===== src/hw/rtl/dtf_pkg.sv =====
// Shared types, constants and helpers for the date text field parser.
// No dependencies; compile before the interfaces and all modules.
package dtf_pkg;

    // Longest string position tracked; the position count saturates here.
    localparam int MAX_LENGTH = 255;
    localparam int IDX_W      = $clog2(MAX_LENGTH + 1);
    localparam int ACC_W      = 14;
    localparam int SLOT_W     = 2;
    localparam int CNT_W      = 3;
    localparam int POS_W      = 8;
    localparam int CFG_IDX_W  = 2;

    typedef logic [ACC_W-1:0]         t_acc;
    typedef logic [SLOT_W-1:0]        t_slot;
    typedef logic signed [CNT_W-1:0]  t_cnt;
    typedef logic [IDX_W-1:0]         t_idx;
    typedef logic [POS_W-1:0]         t_pos;
    typedef logic [7:0]               t_char;
    typedef logic [CFG_IDX_W-1:0]     t_cfg_idx;

    // Configuration register indexes
    localparam t_cfg_idx CFG_DAY_SLOT   = 2'd0;
    localparam t_cfg_idx CFG_MONTH_SLOT = 2'd1;
    localparam t_cfg_idx CFG_YEAR_SLOT  = 2'd2;
    localparam t_cfg_idx CFG_EPOCH_YEAR = 2'd3;

    // Reset values of the configuration registers
    localparam t_slot DAY_SLOT_RESET   = 2'd2;
    localparam t_slot MONTH_SLOT_RESET = 2'd1;
    localparam t_slot YEAR_SLOT_RESET  = 2'd3;
    localparam int    EPOCH_RESET      = 1900;

    // Value limits
    localparam t_acc ACC_MAX   = 14'd9999;
    localparam t_acc EPOCH_MAX = 14'd9999;
    localparam t_acc CENTURY   = 14'd100;

    // Character codes
    localparam t_char CH_ZERO  = 8'd48;
    localparam t_char CH_NINE  = 8'd57;
    localparam t_char CH_SPACE = 8'd32;

    // Slot counter codes
    localparam t_cnt CNT_ACTIVE = 3'sd1;
    localparam t_cnt CNT_FLOOR  = -3'sd1;

    // floor(x / 100) == (x * RECIP_100) >> RECIP_SHIFT for x below 43699
    localparam int RECIP_100   = 5243;
    localparam int RECIP_SHIFT = 19;

    // Shift one decimal digit into an accumulator, saturating at ACC_MAX.
    function automatic t_acc push_digit(input t_acc acc, input logic [3:0] d);
        logic [ACC_W+3:0] v;
        v = {acc, 3'b000} + {1'b0, acc, 1'b0} + (ACC_W+4)'(d);
        return (v > (ACC_W+4)'(ACC_MAX)) ? ACC_MAX : v[ACC_W-1:0];
    endfunction

    // Move a slot counter down one place, holding at the floor.
    function automatic t_cnt step_down(input t_cnt c);
        return (c == CNT_FLOOR) ? CNT_FLOOR : t_cnt'(c - CNT_ACTIVE);
    endfunction

endpackage


===== src/hw/rtl/dtf_char_if.sv =====
// Character channel: one string character per beat.
// Depends on dtf_pkg for the payload types.
interface dtf_char_if;
    logic            valid;
    logic            ready;
    dtf_pkg::t_char  char_code;
    logic            last;

    modport source (output valid, output char_code, output last, input ready);
    modport sink   (input valid, input char_code, input last, output ready);
endinterface


===== src/hw/rtl/dtf_date_if.sv =====
// Result channel: parsed day, month, year and stop position per beat.
// Depends on dtf_pkg for the payload types.
interface dtf_date_if;
    logic           valid;
    logic           ready;
    dtf_pkg::t_acc  day;
    dtf_pkg::t_acc  month;
    dtf_pkg::t_acc  year;
    dtf_pkg::t_pos  stop_position;

    modport source (output valid, output day, output month, output year,
                    output stop_position, input ready);
    modport sink   (input valid, input day, input month, input year,
                    input stop_position, output ready);
endinterface


===== src/hw/rtl/dtf_year_window.sv =====
// Epoch register and two-digit year windowing.
// Depends on dtf_pkg.
module dtf_year_window (
    input  logic           i_clk,
    input  logic           i_rst_n,
    input  logic           i_epoch_we,
    input  dtf_pkg::t_acc  i_epoch_data,
    input  dtf_pkg::t_acc  i_year,
    output dtf_pkg::t_acc  o_year
);
    import dtf_pkg::*;

    localparam int Q_W  = 7;
    localparam int LO_W = 7;
    localparam int PROD_W = ACC_W + 13;

    t_acc              w_epoch_clamp;
    logic [PROD_W-1:0] w_prod;
    t_acc              r_epoch;
    logic [Q_W-1:0]    r_epoch_q;
    t_acc              r_base;
    logic [LO_W-1:0]   r_lo;
    t_acc              n_base;
    t_acc              w_lo_full;
    t_acc              w_offset;

    assign w_epoch_clamp = (i_epoch_data > EPOCH_MAX) ? EPOCH_MAX : i_epoch_data;
    assign w_prod        = PROD_W'(w_epoch_clamp) * PROD_W'(RECIP_100);

    // Century start comes out of a constant multiply by 100.
    assign n_base    = t_acc'(r_epoch_q) * CENTURY;
    assign w_lo_full = r_epoch - n_base;

    always_ff @(posedge i_clk) begin
        if (!i_rst_n) begin
            r_epoch   <= t_acc'(EPOCH_RESET);
            r_epoch_q <= Q_W'(EPOCH_RESET / 100);
            r_base    <= t_acc'((EPOCH_RESET / 100) * 100);
            r_lo      <= LO_W'(EPOCH_RESET % 100);
        end else begin
            if (i_epoch_we) begin
                r_epoch   <= w_epoch_clamp;
                r_epoch_q <= w_prod[RECIP_SHIFT +: Q_W];
            end
            r_base <= n_base;
            r_lo   <= w_lo_full[LO_W-1:0];
        end
    end

    assign w_offset = (i_year[LO_W-1:0] >= r_lo) ? r_base : t_acc'(r_base + CENTURY);
    assign o_year   = (i_year < CENTURY) ? t_acc'(i_year + w_offset) : i_year;

endmodule


===== src/hw/rtl/date_text_field_parser.sv =====
// Top level of the date text field parser: character scan, result stages.
// Depends on dtf_pkg, dtf_char_if, dtf_date_if and dtf_year_window.
//
//  channel   dir  beat payload                          ends when
//  i_char    in   char_code[7:0], last                  valid & ready
//  o_date    out  day, month, year [13:0], stop_pos[7:0] valid & ready
//  i_cfg_*   in   index[1:0], data[13:0]                we high
//
// One character per cycle while the input is not stalled. Each beat updates
// the slot counters and accumulators in the cycle it is accepted; a beat with
// last set loads a capture stage, and the year window is applied on the way
// into the output register.
// Reset is synchronous, active low; it restores the slot and epoch registers
// and clears the string state. Input stalls only when both result stages are
// full and the sink holds ready low; the scan itself never waits.
module date_text_field_parser (
    input  logic               i_clk,
    input  logic               i_rst_n,
    dtf_char_if.sink           i_char,
    dtf_date_if.source         o_date,
    input  logic               i_cfg_we,
    input  dtf_pkg::t_cfg_idx  i_cfg_index,
    input  dtf_pkg::t_acc      i_cfg_data
);
    import dtf_pkg::*;

    // Configuration
    t_slot r_day_slot, r_month_slot, r_year_slot;
    logic  w_epoch_we;

    // String state
    t_cnt  r_day_cnt, r_month_cnt, r_year_cnt;
    t_acc  r_day_acc, r_month_acc, r_year_acc;
    logic  r_in_sep, r_finished;
    t_idx  r_char_idx, r_stop_idx;

    // Updated string state for the current beat
    t_cnt  n_day_cnt, n_month_cnt, n_year_cnt;
    t_acc  n_day_acc, n_month_acc, n_year_acc;
    logic  n_in_sep, n_finished;
    t_idx  n_char_idx, n_stop_idx;
    t_idx  w_pos_idx;

    // Helpers
    logic  w_accept, w_first, w_digit, w_all_set;
    t_cnt  w_day_cnt, w_month_cnt, w_year_cnt;
    logic [3:0] w_digit_val;

    // Capture stage and output stage
    logic  r_s1_valid;
    t_acc  r_s1_day, r_s1_month, r_s1_year;
    t_pos  r_s1_pos;
    logic  w_s1_move;
    logic  r_o_valid;
    t_acc  r_o_day, r_o_month, r_o_year;
    t_pos  r_o_pos;
    t_acc  w_win_year;

    // Configuration writes: slots here, epoch inside the window unit
    always_ff @(posedge i_clk) begin
        if (!i_rst_n) begin
            r_day_slot   <= DAY_SLOT_RESET;
            r_month_slot <= MONTH_SLOT_RESET;
            r_year_slot  <= YEAR_SLOT_RESET;
        end else if (i_cfg_we) begin
            case (i_cfg_index)
                CFG_DAY_SLOT:   r_day_slot   <= i_cfg_data[SLOT_W-1:0];
                CFG_MONTH_SLOT: r_month_slot <= i_cfg_data[SLOT_W-1:0];
                CFG_YEAR_SLOT:  r_year_slot  <= i_cfg_data[SLOT_W-1:0];
                default: ;
            endcase
        end
    end

    assign w_epoch_we = i_cfg_we && (i_cfg_index == CFG_EPOCH_YEAR);

    // Handshake: advance the capture stage when the output register frees up
    assign w_s1_move     = r_s1_valid && (!r_o_valid || o_date.ready);
    assign i_char.ready  = !r_s1_valid || w_s1_move;
    assign w_accept      = i_char.valid && i_char.ready;

    // Counters reload from the slot registers on the first character
    assign w_first     = (r_char_idx == '0);
    assign w_day_cnt   = w_first ? t_cnt'({1'b0, r_day_slot})   : r_day_cnt;
    assign w_month_cnt = w_first ? t_cnt'({1'b0, r_month_slot}) : r_month_cnt;
    assign w_year_cnt  = w_first ? t_cnt'({1'b0, r_year_slot})  : r_year_cnt;

    assign w_digit     = (i_char.char_code >= CH_ZERO) && (i_char.char_code <= CH_NINE);
    assign w_digit_val = 4'(i_char.char_code - CH_ZERO);
    assign w_all_set   = (r_day_acc != '0) && (r_month_acc != '0) && (r_year_acc != '0);

    // Per-character update
    always_comb begin
        n_day_cnt   = w_day_cnt;
        n_month_cnt = w_month_cnt;
        n_year_cnt  = w_year_cnt;
        n_day_acc   = r_day_acc;
        n_month_acc = r_month_acc;
        n_year_acc  = r_year_acc;
        n_in_sep    = r_in_sep;
        n_finished  = r_finished;
        n_stop_idx  = r_stop_idx;
        n_char_idx  = r_char_idx;

        if (!r_finished) begin
            if (w_digit) begin
                // Feed the digit to the field whose counter sits at one
                if (w_day_cnt == CNT_ACTIVE) begin
                    n_day_acc = push_digit(r_day_acc, w_digit_val);
                end else if (w_month_cnt == CNT_ACTIVE) begin
                    n_month_acc = push_digit(r_month_acc, w_digit_val);
                end else if (w_year_cnt == CNT_ACTIVE) begin
                    n_year_acc = push_digit(r_year_acc, w_digit_val);
                end
                n_in_sep = 1'b0;
            end else if (w_all_set) begin
                // All three fields present: stop here
                n_finished = 1'b1;
                n_stop_idx = r_char_idx;
            end else if (i_char.char_code != CH_SPACE) begin
                // First separator after a digit moves every field on
                if (!r_in_sep) begin
                    n_day_cnt   = step_down(w_day_cnt);
                    n_month_cnt = step_down(w_month_cnt);
                    n_year_cnt  = step_down(w_year_cnt);
                end
                n_in_sep = 1'b1;
            end
        end

        if (r_char_idx < t_idx'(MAX_LENGTH)) begin
            n_char_idx = t_idx'(r_char_idx + 1'b1);
        end
    end

    assign w_pos_idx = n_finished ? n_stop_idx : n_char_idx;

    // String state: clear after the last character of each string
    always_ff @(posedge i_clk) begin
        if (!i_rst_n || (w_accept && i_char.last)) begin
            r_day_cnt   <= '0;
            r_month_cnt <= '0;
            r_year_cnt  <= '0;
            r_day_acc   <= '0;
            r_month_acc <= '0;
            r_year_acc  <= '0;
            r_in_sep    <= 1'b1;
            r_finished  <= 1'b0;
            r_char_idx  <= '0;
            r_stop_idx  <= '0;
        end else if (w_accept) begin
            r_day_cnt   <= n_day_cnt;
            r_month_cnt <= n_month_cnt;
            r_year_cnt  <= n_year_cnt;
            r_day_acc   <= n_day_acc;
            r_month_acc <= n_month_acc;
            r_year_acc  <= n_year_acc;
            r_in_sep    <= n_in_sep;
            r_finished  <= n_finished;
            r_char_idx  <= n_char_idx;
            r_stop_idx  <= n_stop_idx;
        end
    end

    // Capture stage: hold the raw fields of a finished string
    always_ff @(posedge i_clk) begin
        if (!i_rst_n) begin
            r_s1_valid <= 1'b0;
        end else if (w_accept && i_char.last) begin
            r_s1_valid <= 1'b1;
        end else if (w_s1_move) begin
            r_s1_valid <= 1'b0;
        end
    end

    always_ff @(posedge i_clk) begin
        if (w_accept && i_char.last) begin
            r_s1_day   <= n_day_acc;
            r_s1_month <= n_month_acc;
            r_s1_year  <= n_year_acc;
            r_s1_pos   <= (32'(w_pos_idx) > 32'd255) ? 8'd255 : t_pos'(w_pos_idx);
        end
    end

    // Two-digit years go into the epoch window
    dtf_year_window u_year_window (
        .i_clk        (i_clk),
        .i_rst_n      (i_rst_n),
        .i_epoch_we   (w_epoch_we),
        .i_epoch_data (i_cfg_data),
        .i_year       (r_s1_year),
        .o_year       (w_win_year)
    );

    // Output register
    always_ff @(posedge i_clk) begin
        if (!i_rst_n) begin
            r_o_valid <= 1'b0;
        end else if (w_s1_move) begin
            r_o_valid <= 1'b1;
        end else if (o_date.ready) begin
            r_o_valid <= 1'b0;
        end
    end

    always_ff @(posedge i_clk) begin
        if (w_s1_move) begin
            r_o_day   <= r_s1_day;
            r_o_month <= r_s1_month;
            r_o_year  <= w_win_year;
            r_o_pos   <= r_s1_pos;
        end
    end

    assign o_date.valid         = r_o_valid;
    assign o_date.day           = r_o_day;
    assign o_date.month         = r_o_month;
    assign o_date.year          = r_o_year;
    assign o_date.stop_position = r_o_pos;

    // Checks
    a_cnt_range: assert property (@(posedge i_clk) disable iff (!i_rst_n)
        (r_day_cnt >= CNT_FLOOR) && (r_month_cnt >= CNT_FLOOR) && (r_year_cnt >= CNT_FLOOR))
        else $error("slot counter below floor");

    a_acc_sat: assert property (@(posedge i_clk) disable iff (!i_rst_n)
        (r_day_acc <= ACC_MAX) && (r_month_acc <= ACC_MAX) && (r_year_acc <= ACC_MAX))
        else $error("accumulator above saturation limit");

    a_finished_fields: assert property (@(posedge i_clk) disable iff (!i_rst_n)
        r_finished |-> (r_day_acc != '0) && (r_month_acc != '0) && (r_year_acc != '0))
        else $error("parse stopped with an empty field");

    a_stop_order: assert property (@(posedge i_clk) disable iff (!i_rst_n)
        r_finished |-> (r_stop_idx <= r_char_idx))
        else $error("stop position ahead of character count");

endmodule

===== src/flat_wrapper.sv =====
// flat-port wrapper written by rule: the top's interface ports become plain ports
module date_text_field_parser_flat import dtf_pkg::*;
  (i_clk, i_rst_n, i_cfg_we, i_cfg_index, i_cfg_data, i_char_valid, i_char_char_code, i_char_last, i_char_ready, o_date_valid, o_date_day, o_date_month, o_date_year, o_date_stop_position, o_date_ready);
  dtf_char_if i_char_i ();
  dtf_date_if o_date_i ();
  input  logic i_clk;
  input  logic i_rst_n;
  input  logic i_cfg_we;
  input  dtf_pkg::t_cfg_idx i_cfg_index;
  input  dtf_pkg::t_acc i_cfg_data;
  input wire logic [$bits(i_char_i.valid)-1:0] i_char_valid;
  input wire logic [$bits(i_char_i.char_code)-1:0] i_char_char_code;
  input wire logic [$bits(i_char_i.last)-1:0] i_char_last;
  output wire logic [$bits(i_char_i.ready)-1:0] i_char_ready;
  output wire logic [$bits(o_date_i.valid)-1:0] o_date_valid;
  output wire logic [$bits(o_date_i.day)-1:0] o_date_day;
  output wire logic [$bits(o_date_i.month)-1:0] o_date_month;
  output wire logic [$bits(o_date_i.year)-1:0] o_date_year;
  output wire logic [$bits(o_date_i.stop_position)-1:0] o_date_stop_position;
  input wire logic [$bits(o_date_i.ready)-1:0] o_date_ready;
  assign i_char_i.valid = i_char_valid;
  assign i_char_i.char_code = i_char_char_code;
  assign i_char_i.last = i_char_last;
  assign i_char_ready = i_char_i.ready;
  assign o_date_valid = o_date_i.valid;
  assign o_date_day = o_date_i.day;
  assign o_date_month = o_date_i.month;
  assign o_date_year = o_date_i.year;
  assign o_date_stop_position = o_date_i.stop_position;
  assign o_date_i.ready = o_date_ready;
  date_text_field_parser u_core (.i_clk(i_clk), .i_rst_n(i_rst_n), .i_char(i_char_i), .o_date(o_date_i), .i_cfg_we(i_cfg_we), .i_cfg_index(i_cfg_index), .i_cfg_data(i_cfg_data));
endmodule

===== config.mk =====
export PLATFORM = sky130hd
export DESIGN_NAME = date_text_field_parser_flat
export DESIGN_NICKNAME = d
export VERILOG_FILES = /design/src/hw/rtl/dtf_pkg.sv /design/src/hw/rtl/dtf_char_if.sv /design/src/hw/rtl/dtf_date_if.sv /design/src/hw/rtl/dtf_year_window.sv /design/src/hw/rtl/date_text_field_parser.sv /design/src/flat_wrapper.sv
export SDC_FILE = /design/constraint.sdc
export NUM_CORES = 1
export LEC_CHECK = 0
export BUFFER_PORTS_ARGS = -buffer_cell sky130_fd_sc_hd__clkbuf_2
export CORE_MARGIN = 5
export CORE_UTILIZATION = 55
export DETAILED_ROUTE_END_ITERATION = 6
export PLACE_DENSITY = 0.73
export SYNTH_ARGS = -nofsm -noshare
export SYNTH_HDL_FRONTEND = slang
export SYNTH_SLANG_ARGS = --single-unit

===== constraint.sdc =====
create_clock -name i_clk -period 11.35 [get_ports i_clk]
set_clock_uncertainty 0.2 [all_clocks]
set_input_delay 1.135 -clock i_clk [delete_from_list [all_inputs] [get_ports i_clk]]
set_output_delay 1.135 -clock i_clk [all_outputs]
set_load 0.01 [all_outputs]

Word-level counts from Yosys, hierarchy flattened
Index checks and enable logic that the tools add are counted.

storage, ports and cells
  bits in registers = 212
  input bits = 30
  output and inout port bits = 52
  word-level logic and storage cells = 144

cells by class
  add/sub/neg operators = 14
  $mul = 2
  magnitude comparators = 9
  eq/ne operators = 11
  muxes and demuxes = 54
  bitwise operators = 1
  reductions and logical operators = 25

operators with widths
  cell                                                                count
  two-way mux 14 bit                                                  18
  two-way mux 3 bit                                                   21
  adder 17 x 15 -> 18 bit                                             3
  adder 18 x 4 -> 18 bit                                              3
  > comparator 18 x 14 -> 1 bit (second input constant)               3
  nonzero test 14 bit                                                 3
  two-way mux 8 bit                                                   5
  multiplier 14 x 13 -> 26 bit (second input constant)                1
  adder 14 bit                                                        1
  adder 14 x 7 -> 14 bit (second input constant)                      1
  > comparator 14 bit (second input constant)                         1
  less-than comparator 14 x 7 -> 1 bit (second input constant)        1
  multiplier 7 x 5 -> 12 bit (second input constant)                  1
  two-way mux 1 bit                                                   10
  equality test 3 x 1 -> 1 bit (second input constant)                3
  equality test 3 x 2 -> 1 bit (second input constant)                3
  subtractor 3 x 2 -> 3 bit (second input constant)                   3
  adder 8 x 1 -> 8 bit (second input constant)                        1
  greater-or-equal comparator 8 x 6 -> 1 bit (second input constant)  1
  less-or-equal comparator 8 x 6 -> 1 bit (second input constant)     1
  logical NOT 8 bit                                                   1
  less-than comparator 8 bit (second input constant)                  1
  != test 8 x 6 -> 1 bit (second input constant)                      1
  greater-or-equal comparator 7 bit                                   1
  13 further kinds                                                    28

Longest topological paths before layout
  word-level depth = 9
  mapped depth = 27
  mapped depth without buffers = 25

Cells and area by module
Synthesis repeated with hierarchy kept, for this count alone.

unflattened totals
  cell total of the unflattened synthesis = 1703
  area total of the unflattened synthesis = 16364.4 um2

by module, submodules not included
  module                  instances  cells each  area an instance (um2)  seq. area each (um2)
  date_text_field_parser  1          1007        10188.5                 4544.4
  dtf_year_window         1          696         6175.9                  660.6

Worst setup path before layout
No wires, ideal clock.

  path kind = input to register
  from = in i_cfg_data[5]
  to = reg u_core.u_year_window.r_epoch_q[6]
  setup time = 0.064 ns
  data arrival time = 6.846 ns
  required time = 11.086 ns
  path slack = 4.240 ns
  cell stages on the path = 23
  buffers on the path = 2
  cell sequence = clkbuf_1 > nor4_1 > nor2_1 > nor3_1 > nand2b_1 > clkbuf_1 > nand2b_1 > ha_1 > fa_1 > fa_1 > inv_1 > fa_1 > fa_1 > inv_1 > ha_1 > and3_1 > a221o_1 > a32o_1 > a21oi_1 > a311oi_1 > a41o_1 > or3_1 > nand4_1

on the way
  longest elaborated chain between the ends = 3

ends and longest elaborated chain
  element                           RTL line               RTL
  start: declaration                flat_wrapper.sv:10     input dtf_pkg::t_acc i_cfg_data;
  > comparator 14 bit               dtf_year_window.sv:27  assign w_epoch_clamp = (i_epoch_data > EPOCH_MAX) ? EPOCH_MAX : i_epoch_data;
  two-way mux 14 bit (*)            dtf_year_window.sv:27
  multiplier 14 x 13 -> 26 bit (*)  dtf_year_window.sv:28  assign w_prod = PROD_W'(w_epoch_clamp) * PROD_W'(RECIP_100);
  end signal: assignment            dtf_year_window.sv:37  r_epoch_q <= Q_W'(EPOCH_RESET / 100);
  end signal: assignment            dtf_year_window.sv:43  r_epoch_q <= w_prod[RECIP_SHIFT +: Q_W];
  end: declaration                  dtf_year_window.sv:20  logic [Q_W-1:0] r_epoch_q;

Every way passes the cells marked *; elsewhere a longest branch is shown, timed or not.
A chain may end at the register's enable or synchronous reset.

Worst setup path after layout
Ends and elaborated chain as after synthesis.

==> results.yml <==
worst_setup_path:
  worstPathRequired_ns: 11.59
  critPathCaptureType: "flip-flop"
  arrival_ns: 7.57
  path_max_fanout: 21
  critPathLaunchType: "input pin"
  crit_type: "input pin to flip-flop"
floorplan:
  coreArea_sq_um: 29600
  ios: 82
  die_area_sq_um: 33400
  fp.dieW_microns: 183
  initial_core_util_pct: 55.5
  die_y_microns: 183
  fp-row-count: 63
synthesis:
  synth_area_leaders: "edfxtp_1, ha_1, dfxtp_1"
  synth-compound-area-share_pct: 15.5
  synth_top_flop_cell: "dfxtp_1"
  synth_cell_types: 93
  yosys.area_share.simple_pct: 14.6
  syn_inst: 1729
  synth_top_family_by_area: "adder cells"
  ys_top_cells_by_count: "ha_1, inv_1, nand2_1"
  ys_ff_latch: 210
  synth_xor_area_share_pct: 4.53
  yosys_warnings: 0
  syn_area_per_cell_sq_um: 9.50
  synth_nets: 2056
  async_reset_ff_share_pct: 0
  ys_seq_area_share_pct: 31.7
  synth.most_common_cell: "ha_1"
  muxShareOfSynthArea_pct: 2.19
  yosys.area.top_type: "edfxtp_1"
  synth_edf_count: 100
  synth_top_cell_area_share_pct: 18.3
  syn_area_sq_um: 16400
  synth-adder-area-share_pct: 25.6
global_route:
  grt_first_pass_wirelength_mm: 60.3
  antenna_found_initial: 1
  grt_overflow: 0
  grt_pass1_vias: 12400
  grt_usage_pct: 21.3
  grt_max_degree: 51
route:
  wirelength_mm: 36.4
  firstDrtPassIters: 5
  via_per_inst: 5.70
  post-route-drc-count: 0
  dr_total_vias: 12500
  wl_per_cell_microns: 16.6
  ant_nets: 0
  drt-initial-drc-count: 682
clocking:
  cts_resized: 0
  tritoncts: "yes"
  cts-hold-fix-buffers: 0
  cts_setup_buffers: 0
  worstSkewPairLatency_ns: 0.53
  cts_buffer_depth: 3
  htreeDepth: 1
  cts_root_buffer: "clkbuf_16"
  cts_buffers: 24
  cts_sinks: 210
  clkTransAtPathRegs_ns: 0.06
power_and_ir_drop:
  p_per_area_nw_per_um2: 151
  switchingPower_mw: 0.896
  swShare_pct: 32.9
  clkPwrFrac_pct: 31.4
  leakagePower_nw: 8.20
  p_int_mw: 1.83
  combPwrFrac_pct: 37.4
  irDropWorstVdd_v: 0.000104
  power_frac_seq_pct: 31.2
min_path:
  holdCritPathClass: "flip-flop to flip-flop"
finish:
  syn2layout_area_growth_pct: 9.58
  final-seq-area_sq_um: 5200
  drive_above_1_share_pct: 9.33
  fillers: 2550
  final_nets: 2109
  multi_input_area_sq_um: 10200
sta:
  setup_tns_ns: 0
  maxSlewViolCount: 0
  finalCriticalPeriod_ns: 7.33
  rsz0062_at_grt: "false"
  fmax_mhz: 137
  period_share_pct: 64.5
  setup-violations-final: 0
  final_hold_viol_count: 0
  tightest_slew_ns: 1.17
  slew_headroom_pct: 21.3
  fin_ws_ns: 4.02
placed_design:
  place_hpwl_mm: 27.7
  place_congestion: 0.901
  portBuffers: 81
  dp_worst_setup_slack_ns: 3.56
status:
  status: "finished clean"
job:
  maxCapViolCount: 0
worst max-delay path, stage by stage:
cell	delay, ns
clkbuf_2	0.18
nor4_1	0.33
nor2_1	0.10
nor3_1	0.19
nand2b_1	0.55
nand2b_1	0.35
ha_1	0.42
fa_1	0.49
fa_1	0.51
inv_1	0.05
fa_1	0.46
fa_1	0.56
inv_1	0.05
ha_1	0.30
and3_1	0.20
a221o_1	0.29
a32o_1	0.22
a21oi_1	0.23
a311oi_1	0.19
a41o_1	0.31
or3_1	0.37
nand4_1	0.08
registers in the layout, summed over array words and instances, names as in the netlist, 3 cells and up:
signal,flops
u_core.u_year_window.r_epoch,7
u_core.r_day_cnt,3
u_core.r_month_acc,14
u_core.o_date.month,14
u_core.r_char_idx,8
u_core.r_month_cnt,3
u_core.r_s1_pos,8
u_core.u_year_window.r_lo,7
u_core.o_date.stop_position,8
u_core.r_year_acc,14
u_core.o_date.day,14
u_core.r_day_acc,14
u_core.r_s1_year,14
u_core.r_stop_idx,8
u_core.r_s1_month,14
u_core.r_s1_day,14
u_core.o_date.year,14
u_core.u_year_window.r_base,12
u_core.u_year_window.r_epoch_q,7
u_core.r_year_cnt,3
power groups by stage:
stage	Clock [mW]	Sequential [mW]	Combinational, mW
final	0.855	0.850	1.02
after global routing	0.904	0.854	1.19
after CTS	0.871	0.850	1.03
after detailed placement	0	0.866	1.02
after global placement	0	0.865	0.977
after floorplan	0	0.862	0.800
stage by stage:
step	instances	util [%]	power (mW)	cell area, sq um	hold slack (ns)
2_1_floorplan	1729	-	1.66	16400	0.200
3_3_place_gp	2146	57.9	1.84	17100	0.202
3_5_place_dp	2146	57.9	1.88	17100	0.205
4_1_cts	2190	60.9	2.75	18000	0.214
5_1_grt	2191	60.9	2.94	18000	0.214
6_report	2191	60.9	2.72	18000	0.211
cells by family (layout without fill, tap and decap cells):
logic type / Yosys count / in the layout
XOR/XNOR: 85 / 85
AO/OA/AOI/OAI: 369 / 369
AND/OR/NAND/NOR: 485 / 485
adder cells (fa/ha/maj): 297 / 297
multiplexers: 35 / 35
flip-flops: 210 / 210
other: 0 / 1
buffers and inverters: 248 / 319
layer usage:
layer / vias to the layer above / part of all wire, % / global-route usage [%]
met1: 5950 / 45 / 28.7
li1: 6213 / - / -
met3: 43 / 4.1 / 2.26
met5: - / 0 / 0
met2: 289 / 49 / 37.3
met4: 0 / 1.9 / 5.04
worst paths after layout:
path,startpoint,end,slack [ns],cells after the start
max,i_cfg_data[5],u_core.u_year_window.r_epoch_q[6]$_SDFFE_PN0P_,4.02,22
min,u_core.r_s1_day[4]$_DFFE_PP_,u_core.o_date.day[4]$_DFFE_PP_,0.21,0
max reg2reg,u_core.r_char_idx[0]$_SDFFE_PP0P_,u_core.r_s1_year[1]$_DFFE_PP_,6.74,12
min reg2reg,u_core.r_s1_day[4]$_DFFE_PP_,u_core.o_date.day[4]$_DFFE_PP_,0.21,0
cell type report:
class | count | share of cell area, %
Antenna cell | 1 | 0.0139
Clock buffer | 32 | 3.62
Clock inverter | 12 | 1.30
Inverter | 186 | 3.88
Multi-Input combinational cell | 1271 | 57.0
Sequential cell | 210 | 28.9
Tap cell | 390 | 2.71
Timing Repair Buffer | 89 | 2.59
cell usage in the layout, fill, tap and decap left out, drive strengths merged, types with 7 or more instances in the layout:
master,instances
a211oi,17
a21o,32
a21oi,89
a311oi,8
a31oi,12
and2,25
and3,22
buf,8
clkbuf,113
dfxtp,110
edfxtp,100
fa,64
ha,233
inv,186
mux2,7
mux2i,28
nand2,132
nand2b,21
nand3,40
nand4,23
nor2,130
nor2b,14
nor3,22
nor4,15
nor4b,7
o211ai,13
o21a,15
o21ai,81
o21bai,19
o22a,11
o31a,9
or3,13
xnor2,63
xor2,22
Power figures use the tool's default switching activity.
